<file path="config.mk">
export PLATFORM = sky130hd
export DESIGN_NAME = rotated_framebuffer_pixel_blit
export DESIGN_NICKNAME = d
export VERILOG_FILES = /design/src/rtl/core/rfb_pkg.sv /design/src/rtl/core/rfb_csr.sv /design/src/rtl/core/rfb_pipe.sv /design/src/rtl/core/rotated_framebuffer_pixel_blit.sv
export SDC_FILE = /design/constraint.sdc
export NUM_CORES = 1
export LEC_CHECK = 0
export BUFFER_PORTS_ARGS = -buffer_cell sky130_fd_sc_hd__buf_2
export CORE_MARGIN = 2
export CORE_UTILIZATION = 50
export CTS_BUF_LIST = sky130_fd_sc_hd__clkbuf_4 sky130_fd_sc_hd__clkbuf_8
export DETAILED_ROUTE_END_ITERATION = 16
export GPL_TIMING_DRIVEN = 0
export MAX_ROUTING_LAYER = met4
export PLACE_DENSITY_LB_ADDON = 0.08
export SLEW_MARGIN = 20
export SYNTH_ARGS = -nofsm -noshare
export SYNTH_HDL_FRONTEND = slang
export SYNTH_SLANG_ARGS = --single-unit
</file>
<file path="constraint.sdc">
create_clock -name clock -period 8.1 [get_ports clock]
set_clock_uncertainty 0.2 [all_clocks]
set_input_delay 2.43 -clock clock [delete_from_list [all_inputs] [get_ports clock]]
set_output_delay 2.43 -clock clock [all_outputs]
set_load 0.05 [all_outputs]
</file>
<file path="src/rtl/core/rfb_pkg.sv">
package rfb_pkg;

   localparam int SRC_HEIGHT_DEF = 144;
   localparam int DST_WIDTH_DEF  = 240;
   localparam int DST_HEIGHT_DEF = 400;
   localparam int ROW_STRIDE_DEF = 720;

   localparam int CSR_INDEX_W = 3;
   localparam int CSR_DATA_W  = 24;
   localparam int OFFSET_W    = 11;
   localparam int COORD_W     = 13;
   localparam int DIM_W       = 10;
   localparam int ADDR_W      = 19;
   localparam int RGB_W       = 24;
   localparam int BYTE_W      = 8;
   localparam int SRC_COORD_W = 8;
   localparam int SHADE_W     = 2;
   localparam int RGB555_W    = 15;
   localparam int REQ_DATA_W  = 40;
   localparam int RSP_DATA_W  = 48;
   localparam int PIXEL_BYTE_COUNT = 3;

   localparam logic [CSR_INDEX_W-1:0] CSR_COLOR_MODE    = 3'd0;
   localparam logic [CSR_INDEX_W-1:0] CSR_X_SHIFT       = 3'd1;
   localparam logic [CSR_INDEX_W-1:0] CSR_Y_SHIFT       = 3'd2;
   localparam logic [CSR_INDEX_W-1:0] CSR_PALETTE_WHITE = 3'd3;
   localparam logic [CSR_INDEX_W-1:0] CSR_PALETTE_LIGHT = 3'd4;
   localparam logic [CSR_INDEX_W-1:0] CSR_PALETTE_DARK  = 3'd5;
   localparam logic [CSR_INDEX_W-1:0] CSR_PALETTE_BLACK = 3'd6;

   localparam logic signed [OFFSET_W-1:0] X_SHIFT_RST = 11'sd47;
   localparam logic signed [OFFSET_W-1:0] Y_SHIFT_RST = 11'sd120;
   localparam logic [RGB_W-1:0] PALETTE_WHITE_RST = 24'hFFFFFF;
   localparam logic [RGB_W-1:0] PALETTE_LIGHT_RST = 24'hFF8484;
   localparam logic [RGB_W-1:0] PALETTE_DARK_RST  = 24'h943A3A;
   localparam logic [RGB_W-1:0] PALETTE_BLACK_RST = 24'h000000;

   typedef struct packed {
      logic                       color_mode;
      logic signed [OFFSET_W-1:0] x_shift;
      logic signed [OFFSET_W-1:0] y_shift;
      logic [3:0][RGB_W-1:0]      palette;
   } cfg_type;

endpackage

</file>
<file path="src/rtl/core/rfb_csr.sv">
module rfb_csr (
   input  logic                              clock,
   input  logic                              reset,
   input  logic                              csr_valid,
   output logic                              csr_ready,
   input  logic [rfb_pkg::CSR_INDEX_W-1:0]   csr_index,
   input  logic [rfb_pkg::CSR_DATA_W-1:0]    csr_data,
   output rfb_pkg::cfg_type                  cfg
);

   rfb_pkg::cfg_type cfg_ff;
   rfb_pkg::cfg_type cfg_in;

   assign csr_ready = 1'b1;
   assign cfg       = cfg_ff;

   always_comb begin
      cfg_in = cfg_ff;
      if (csr_valid) begin
         unique case (csr_index)
            rfb_pkg::CSR_COLOR_MODE:    cfg_in.color_mode = csr_data[0];
            rfb_pkg::CSR_X_SHIFT:       cfg_in.x_shift = csr_data[rfb_pkg::OFFSET_W-1:0];
            rfb_pkg::CSR_Y_SHIFT:       cfg_in.y_shift = csr_data[rfb_pkg::OFFSET_W-1:0];
            rfb_pkg::CSR_PALETTE_WHITE: cfg_in.palette[0] = csr_data;
            rfb_pkg::CSR_PALETTE_LIGHT: cfg_in.palette[1] = csr_data;
            rfb_pkg::CSR_PALETTE_DARK:  cfg_in.palette[2] = csr_data;
            rfb_pkg::CSR_PALETTE_BLACK: cfg_in.palette[3] = csr_data;
            default: ;
         endcase
      end
   end

   always_ff @(posedge clock) begin
      if (reset) begin
         cfg_ff.color_mode <= 1'b0;
         cfg_ff.x_shift    <= rfb_pkg::X_SHIFT_RST;
         cfg_ff.y_shift    <= rfb_pkg::Y_SHIFT_RST;
         cfg_ff.palette[0] <= rfb_pkg::PALETTE_WHITE_RST;
         cfg_ff.palette[1] <= rfb_pkg::PALETTE_LIGHT_RST;
         cfg_ff.palette[2] <= rfb_pkg::PALETTE_DARK_RST;
         cfg_ff.palette[3] <= rfb_pkg::PALETTE_BLACK_RST;
      end else begin
         cfg_ff <= cfg_in;
      end
   end

endmodule

</file>
<file path="src/rtl/core/rfb_pipe.sv">
module rfb_pipe #(
   parameter int SRC_HEIGHT = rfb_pkg::SRC_HEIGHT_DEF,
   parameter int DST_WIDTH  = rfb_pkg::DST_WIDTH_DEF,
   parameter int DST_HEIGHT = rfb_pkg::DST_HEIGHT_DEF,
   parameter int ROW_STRIDE = rfb_pkg::ROW_STRIDE_DEF
) (
   input  logic                              clock,
   input  logic                              reset,
   input  rfb_pkg::cfg_type                  cfg,
   input  logic                              req_tvalid,
   output logic                              req_tready,
   input  logic [rfb_pkg::REQ_DATA_W-1:0]    req_tdata,
   output logic                              rsp_tvalid,
   input  logic                              rsp_tready,
   output logic [rfb_pkg::RSP_DATA_W-1:0]    rsp_tdata,
   output logic [0:0]                        rsp_tuser
);

   localparam int CW = rfb_pkg::COORD_W;
   localparam int AW = rfb_pkg::ADDR_W;
   localparam int BW = rfb_pkg::BYTE_W;
   localparam int DW = rfb_pkg::DIM_W;
   localparam logic signed [CW-1:0] FLIP_BASE = CW'(SRC_HEIGHT - 1);
   localparam logic signed [CW-1:0] DX_LIMIT  = CW'(DST_WIDTH);
   localparam logic signed [CW-1:0] DY_LIMIT  = CW'(DST_HEIGHT);
   localparam logic [AW-1:0] STRIDE = AW'(ROW_STRIDE);
   localparam logic [AW-1:0] PIX_BYTES = AW'(rfb_pkg::PIXEL_BYTE_COUNT);

   logic [rfb_pkg::SRC_COORD_W-1:0] in_row;
   logic [rfb_pkg::SRC_COORD_W-1:0] in_col;
   logic [rfb_pkg::SHADE_W-1:0]     in_shade;
   logic [rfb_pkg::RGB555_W-1:0]    in_rgb;
   logic [rfb_pkg::RGB_W-1:0]       pal_word;

   logic s1_ready, s2_ready, s3_ready;

   // stage 1: rotated coordinates, pixel color
   logic                 s1_valid_ff;
   logic signed [CW-1:0] s1_dx_ff, s1_dx_in;
   logic signed [CW-1:0] s1_dy_ff, s1_dy_in;
   logic [BW-1:0]        s1_r_ff, s1_r_in;
   logic [BW-1:0]        s1_g_ff, s1_g_in;
   logic [BW-1:0]        s1_b_ff, s1_b_in;

   // stage 2: clip test, scaled address terms
   logic          s2_valid_ff;
   logic          s2_inside_ff, s2_inside_in;
   logic [AW-1:0] s2_py_ff, s2_py_in;
   logic [AW-1:0] s2_px_ff, s2_px_in;
   logic [BW-1:0] s2_r_ff, s2_g_ff, s2_b_ff;

   // stage 3: output register
   logic          s3_valid_ff;
   logic          s3_we_ff;
   logic [AW-1:0] s3_addr_ff, s3_addr_in;
   logic [BW-1:0] s3_r_ff, s3_r_in;
   logic [BW-1:0] s3_g_ff, s3_g_in;
   logic [BW-1:0] s3_b_ff, s3_b_in;

   assign s3_ready   = !s3_valid_ff || rsp_tready;
   assign s2_ready   = !s2_valid_ff || s3_ready;
   assign s1_ready   = !s1_valid_ff || s2_ready;
   assign req_tready = s1_ready;

   assign in_row   = req_tdata[7:0];
   assign in_col   = req_tdata[15:8];
   assign in_shade = req_tdata[17:16];
   assign in_rgb   = req_tdata[32:18];
   assign pal_word = cfg.palette[in_shade];

   always_comb begin
      s1_dx_in = FLIP_BASE - CW'(in_row) + CW'(cfg.x_shift);
      s1_dy_in = CW'(in_col) + CW'(cfg.y_shift);
      if (cfg.color_mode) begin
         s1_r_in = {in_rgb[4:0], 3'b000};
         s1_g_in = {in_rgb[9:5], 3'b000};
         s1_b_in = {in_rgb[14:10], 3'b000};
      end else begin
         s1_r_in = pal_word[23:16];
         s1_g_in = pal_word[15:8];
         s1_b_in = pal_word[7:0];
      end
   end

   always_comb begin
      s2_inside_in = !s1_dx_ff[CW-1] && (s1_dx_ff < DX_LIMIT)
                     && !s1_dy_ff[CW-1] && (s1_dy_ff < DY_LIMIT);
      s2_py_in = AW'(s1_dy_ff[DW-1:0]) * STRIDE;
      s2_px_in = AW'(s1_dx_ff[DW-1:0]) * PIX_BYTES;
   end

   always_comb begin
      if (s2_inside_ff) begin
         s3_addr_in = s2_py_ff + s2_px_ff;
         s3_r_in    = s2_r_ff;
         s3_g_in    = s2_g_ff;
         s3_b_in    = s2_b_ff;
      end else begin
         s3_addr_in = '0;
         s3_r_in    = '0;
         s3_g_in    = '0;
         s3_b_in    = '0;
      end
   end

   always_ff @(posedge clock) begin
      if (reset) begin
         s1_valid_ff <= 1'b0;
         s2_valid_ff <= 1'b0;
         s3_valid_ff <= 1'b0;
      end else begin
         if (s1_ready) s1_valid_ff <= req_tvalid;
         if (s2_ready) s2_valid_ff <= s1_valid_ff;
         if (s3_ready) s3_valid_ff <= s2_valid_ff;
      end
   end

   always_ff @(posedge clock) begin
      if (s1_ready && req_tvalid) begin
         s1_dx_ff <= s1_dx_in;
         s1_dy_ff <= s1_dy_in;
         s1_r_ff  <= s1_r_in;
         s1_g_ff  <= s1_g_in;
         s1_b_ff  <= s1_b_in;
      end
      if (s2_ready && s1_valid_ff) begin
         s2_inside_ff <= s2_inside_in;
         s2_py_ff     <= s2_py_in;
         s2_px_ff     <= s2_px_in;
         s2_r_ff      <= s1_r_ff;
         s2_g_ff      <= s1_g_ff;
         s2_b_ff      <= s1_b_ff;
      end
      if (s3_ready && s2_valid_ff) begin
         s3_we_ff   <= s2_inside_ff;
         s3_addr_ff <= s3_addr_in;
         s3_r_ff    <= s3_r_in;
         s3_g_ff    <= s3_g_in;
         s3_b_ff    <= s3_b_in;
      end
   end

   assign rsp_tvalid = s3_valid_ff;
   assign rsp_tuser  = s3_we_ff;
   assign rsp_tdata  = {5'b00000, s3_r_ff, s3_g_ff, s3_b_ff, s3_addr_ff};

   a_clip_zero: assert property (@(posedge clock) disable iff (reset)
      s3_valid_ff && !s3_we_ff |->
         s3_addr_ff == '0 && s3_r_ff == '0 && s3_g_ff == '0 && s3_b_ff == '0)
      else $error("clipped item carries nonzero payload");

   a_inside_nonneg: assert property (@(posedge clock) disable iff (reset)
      s1_valid_ff && (s1_dx_ff[CW-1] || s1_dy_ff[CW-1]) |-> !s2_inside_in)
      else $error("inside flag set for negative destination");

   a_s1_hold: assert property (@(posedge clock) disable iff (reset)
      s1_valid_ff && !s2_ready |=> s1_valid_ff && $stable(s1_dx_ff) && $stable(s1_dy_ff))
      else $error("stage 1 item lost under stall");

   a_empty_ready: assert property (@(posedge clock) disable iff (reset)
      !s1_valid_ff |-> req_tready)
      else $error("empty pipeline refuses input");

endmodule

</file>
<file path="src/rtl/core/rotated_framebuffer_pixel_blit.sv">
// Accepts one item per cycle while the output is not stalled; three register
// stages (rotate and color, clip and constant multiply, address add), each with
// its own valid bit, lie between request and response, the last driving it.
// A stalled output holds every full stage; empty stages ahead of it keep filling.
// Reset (synchronous, active high) clears all valid bits and loads the
// default offsets, mono mode and default palette.
module rotated_framebuffer_pixel_blit #(
   parameter int SRC_HEIGHT = rfb_pkg::SRC_HEIGHT_DEF,
   parameter int DST_WIDTH  = rfb_pkg::DST_WIDTH_DEF,
   parameter int DST_HEIGHT = rfb_pkg::DST_HEIGHT_DEF,
   parameter int ROW_STRIDE = rfb_pkg::ROW_STRIDE_DEF
) (
   input  logic                              clock,
   input  logic                              reset,
   input  logic                              req_tvalid,
   output logic                              req_tready,
   // src_row, src_col, shade, rgb555, zero pad
   input  logic [rfb_pkg::REQ_DATA_W-1:0]    req_tdata,
   output logic                              rsp_tvalid,
   input  logic                              rsp_tready,
   // byte_address, blue, green, red, zero pad
   output logic [rfb_pkg::RSP_DATA_W-1:0]    rsp_tdata,
   // write_enable
   output logic [0:0]                        rsp_tuser,
   input  logic                              csr_valid,
   output logic                              csr_ready,
   input  logic [rfb_pkg::CSR_INDEX_W-1:0]   csr_index,
   input  logic [rfb_pkg::CSR_DATA_W-1:0]    csr_data
);

   rfb_pkg::cfg_type cfg;

   rfb_csr u_csr (
      .clock     (clock),
      .reset     (reset),
      .csr_valid (csr_valid),
      .csr_ready (csr_ready),
      .csr_index (csr_index),
      .csr_data  (csr_data),
      .cfg       (cfg)
   );

   rfb_pipe #(
      .SRC_HEIGHT (SRC_HEIGHT),
      .DST_WIDTH  (DST_WIDTH),
      .DST_HEIGHT (DST_HEIGHT),
      .ROW_STRIDE (ROW_STRIDE)
   ) u_pipe (
      .clock      (clock),
      .reset      (reset),
      .cfg        (cfg),
      .req_tvalid (req_tvalid),
      .req_tready (req_tready),
      .req_tdata  (req_tdata),
      .rsp_tvalid (rsp_tvalid),
      .rsp_tready (rsp_tready),
      .rsp_tdata  (rsp_tdata),
      .rsp_tuser  (rsp_tuser)
   );

endmodule

</file>
* Yosys cells after proc, flatten, opt, wreduce, memory -nomap -nowiden
Cells that the tools add are included.
W data, S select, Z words.
** Word-level totals
- Register bits after elaboration :: 268
- Input port bits :: 72
- Output and inout port bits :: 52
- Logic and storage cells :: 71
** Operators by class
- Add/subtract/negate cells :: 4
- Multipliers :: 2
- Magnitude comparators :: 3
- Equal/unequal tests :: 6
- Multiplexer cells :: 5
- Reduce and logical (&&, ||, !) cells :: 22
** Operator list (number)
- $bmux W24 S2 :: 1
- $mux W24 :: 1
- $mux W8 :: 3
- $add A19 B12 Y19 :: 1
- $mul A10 B6 Y15 const B :: 1
- $reduce_and A2 Y1 :: 7
- $add A13 B13 Y13 :: 1
- $lt A13 B10 Y1 const B :: 1
- $lt A13 B9 Y1 const B :: 1
- $add A9 B11 Y12 :: 1
- $mul A10 B2 Y12 const B :: 1
- $eq A3 B3 Y1 const B :: 3
- $sub A8 B8 Y9 const A :: 1
- $eq A3 B2 Y1 const B :: 2
- $logic_and A1 B1 Y1 :: 6
- $logic_not A1 Y1 :: 5
- $eq A3 B1 Y1 const B :: 1
- $logic_not A3 Y1 :: 1
- $logic_or A1 B1 Y1 :: 3
- $lt A2 B3 Y1 const B :: 1

* Logic depth before layout (Yosys ltp)
- Word-level depth :: 5
- Gate-level depth with buffers :: 12
- Mapped depth without buffers :: 12

* Hierarchy
From an unflattened synthesis, not the netlist that was laid out.
** Unflattened totals
- Cells, all modules :: 1085
- Area, all modules :: 13237.7 µm²
** Modules (own cells, without submodules)
- rfb_pipe :: times used 1, cells each 630, area an instance 8408.1 µm², sequential area each 4384.2 µm²
- rfb_csr :: times used 1, cells each 455, area an instance 4829.6 µm², sequential area each 2382.3 µm²

* Worst setup path before layout
No wires, ideal clock.
- Kind :: input to register
- From :: input port rsp_tready
- To :: register u_pipe.s2_b_ff[0] (enable)
- Library setup time :: 0.541 ns
- Arrival :: 6.327 ns
- Data required time :: 7.359 ns
- Path slack :: 1.031 ns
- Stages :: 2
- Buffers on the path :: 0
- Path through :: nor2b_1 > a21boi_0
** Between the ends
- Cells in the longest elaborated chain, start to end :: 3
** RTL lines
- start, declared :: line rotated_framebuffer_pixel_blit.sv:20 : input logic rsp_tready,
- $logic_or A1 B1 Y1 :: line rfb_pipe.sv:60 : assign s3_ready = !s3_valid_ff || rsp_tready;
- $logic_or A1 B1 Y1 :: line rfb_pipe.sv:61 : assign s2_ready = !s2_valid_ff || s3_ready;
- $logic_and A1 B1 Y1 :: line rfb_pipe.sv:126 : if (s2_ready && s1_valid_ff) begin
- end signal, assigned :: line rfb_pipe.sv:132 : s2_b_ff <= s1_b_ff;
- end, declared :: line rfb_pipe.sv:50 : logic [BW-1:0] s2_r_ff, s2_g_ff, s2_b_ff;
Every way passes these cells.
A chain may end at the register's enable or synchronous reset.

* Final worst setup path
- From :: input port rsp_tready
- To :: output port req_tready
** Between the ends
- Cells in the longest elaborated chain, start to end :: 3
** RTL lines
- $logic_or A1 B1 Y1 :: line rfb_pipe.sv:60
- $logic_or A1 B1 Y1 :: line rfb_pipe.sv:61
- $logic_or A1 B1 Y1 :: line rfb_pipe.sv:62 : assign s1_ready = !s1_valid_ff || s2_ready;
- end, declared :: line rotated_framebuffer_pixel_blit.sv:16 : output logic req_tready,
Every way passes these cells.

==> key figures <==
Timing
  • Final Hold Vio Count: 0
  • Final hold slack: 211.2 ps
  • Final min period: 6326 ps
  • Unrepaired setup endpoints after global routing: false
  • # setup viols final: 0
  • Tightest Pin Transition: 799.4 ps
  • FMAX: 158.1 MHz
  • Rel. slew slack: 46.59%
  • Final period util: 78.09%
  • Setup ws final: 1774 ps
  • Max Slew Vio Count: 0

Logic synthesis
  • Synth Area per Inst: 10.83 um^2
  • Dominant synthesized flop cell: edfxtp_1
  • Synth warn: 0
  • Syn Inst Count: 1180
  • Flops & latches, synth: 267
  • Seq/Total Area, Yosys: 53.18%
  • Post-synth EDFFs: 145
  • Fraction of registers with async set/reset: 0%
  • Synth cell types: 61
  • Cell Area, Synth: 12780 um^2

Worst setup path
  • Most frequent CP cell: buf_2
  • WP buf/inv: 2
  • Startpoint Class: input pin
  • Worst path cell trace: buf_2 > nor2b_1 > nand3_1 > buf_2
  • CP delay by family, top: simple AND/OR/NAND/NOR gates
  • Crit Path Category: in2out
  • CP max stage delay: 610 ps
  • Worst-path fanout max: 6
  • Setup crit end kind: output port
  • Worst path arrival time: 3700 ps
  • WP data required: 5470 ps
  • Crit-path slowest cell: nor2b_1

Placement
  • Placed Cells: 1627
  • DP HPWL: 20370 um
  • RePlAce Congestion: 0.8688
  • Place WS: 1812 ps
  • IO buf count: 107

Global route
  • Overflow after GRT: 0
  • Initial antenna violation count: 0
  • GR Util All Layers: 22.03%
  • First-pass GRT wire length: 44460 um
  • Vias in the first global route: 8452
  • Pin count of the biggest net entering global routing: 26

Power and ir drop
  • Leak: 0.006069 uW
  • Maximum vdd drop: 0.1230 mV
  • Total power: 3693 uW
  • Cell Pwr Density: 247.5 nW/um^2

Clocking
  • Skew-Pair Late Insertion Delay: 560 ps
  • Post-CTS setup buffer count: 0
  • Htree depth: 2
  • CTS Buf Count: 46
  • # resized after CTS: 0
  • CTS max path bufs: 3
  • Reg clk slew, reported paths: 60 ps
  • CTS tree: done
  • Clock root cell: clkbuf_8
  • Sink Count: 267
  • Hold buffers post-CTS: 0

Layout
  • Area growth syn-to-layout: 16.75%
  • Most frequent cells in the layout: nand2_1 (251), edfxtp_1 (145), dfxtp_1 (122), buf_2 (117), a21oi_1 (94)
  • # nets final: 1502
  • Share of cells above drive strength 1: 18.68%
  • Finished Layout Cells: 1711
  • # diodes: 0
  • Util after Layout: 59.42%
  • Most common cell after layout, fill and taps aside: nand2_1

Routing
  • Drt pass-1 iters: 5
  • Detail Route Antenna Nets: 0
  • Per-cell routed wire length: 16.31 um
  • DR iter-0 viols: 524
  • Via count: 8857
  • Total wire length: 27910 um
  • Residual DRC: 0
  • Vias per Instance: 5.177

Floorplan
  • Die area: 26860 um^2
  • Top Ports: 124
  • Chip width: 163.9 um
  • Row Count: 58
  • Core Area: 25110 um^2
  • Die height: 163.9 um
  • Initial Util: 50.90%

Worst hold path
  • HP Class: reg2reg

Run status
  • Status: finished, final reports clean

Flow run
  • Max-cap viol count: 0
==> kinds of logic after synthesis <==
family          share of synthesized area (%)
compound gates                          7.931
fa+ha+maj                               9.262
simple gates                            17.07
other cells                           0.05876
mux                                     5.708
xor+xnor                                2.810
flops                                   53.18
buf+inv                                 3.975
==> power breakdown <==
group	internal [uW]	switching, uW	total (uW)
clock	751	542	1290
sequential	1560	45.0	1600
combinational	348	446	795
total	2660	1030	3690
==> final timing paths <==
check	start	slack (ps)	depth (start not counted)	to
max	rsp_tready	1770	4	req_tready
min	u_pipe.s1_b_ff[0]	210	0	u_pipe.s2_b_ff[0]
max reg2reg	u_pipe.s1_dy_ff[4]	4390	11	u_pipe.s2_py_ff[18]
min reg2reg	u_pipe.s1_b_ff[0]	210	0	u_pipe.s2_b_ff[0]
==> metal layers <==
layer / vias up / track usage [%] / share of wire, %
li1: 4437 / - / -
met1: 4073 / 31.47 / 47
met2: 297 / 32.52 / 43
met3: 50 / 4.141 / 7.7
met4: 0 / 5.662 / 2.2
met5: - / - / 0
==> flip-flops by register name, indices dropped and copies added, names as in the netlist <==
register,cells
u_pipe.s3_addr_ff,19
u_pipe.s3_b_ff,8
u_pipe.s1_dy_ff,12
u_csr.cfg,119
u_pipe.s2_valid_ff,1
u_pipe.s2_inside_ff,1
u_pipe.s1_dx_ff,13
u_pipe.s1_g_ff,8
u_pipe.s2_py_ff,15
u_pipe.s3_g_ff,8
u_pipe.s1_r_ff,8
u_pipe.s2_r_ff,8
u_pipe.s3_r_ff,8
u_pipe.s1_valid_ff,1
u_pipe.rsp_tuser,1
u_pipe.s2_b_ff,8
u_pipe.s1_b_ff,8
u_pipe.rsp_tvalid,1
u_pipe.s2_px_ff,12
u_pipe.s2_g_ff,8
==> area by class of cell <==
type	instances	area, um^2
Buffer	55	256.5
Clock buffer	59	768.2
Clock inverter	25	222.7
Fill cell	2196	10190
Inverter	67	251.5
Multi-Input combinational cell	795	5524
Sequential cell	267	6797
Tap cell	330	412.9
Timing Repair Buffer	113	688.2
==> cells in the mapped netlist (15+ instances only) <==
master | instances | area share, %
xnor2_1 | 27 | 1.9
nand2_1 | 251 | 7.4
nor2_1 | 35 | 1.0
ha_1 | 69 | 6.8
mux2_2 | 15 | 1.3
o21ai_0 | 16 | 0.63
nor2b_1 | 22 | 1.1
fa_1 | 16 | 2.5
edfxtp_1 | 145 | 34
clkbuf_1 | 36 | 1.1
nand3b_1 | 56 | 3.3
and2_1 | 29 | 1.4
dfxtp_1 | 122 | 19
mux4_2 | 24 | 4.2
a21oi_1 | 94 | 3.7
inv_1 | 67 | 2.0
==> stage by stage <==
| step | TNS [ps] | cell area (um^2) |
|---|---|---|
| detailed placement | 0 | 13930 |
| global placement | -25040 | 13740 |
| finish | 0 | 14920 |
| CTS | 0 | 14920 |
| global route | 0 | 14920 |
| floorplan | 0 | 12790 |
No activity file was read; power rests on OpenSTA's default activity.
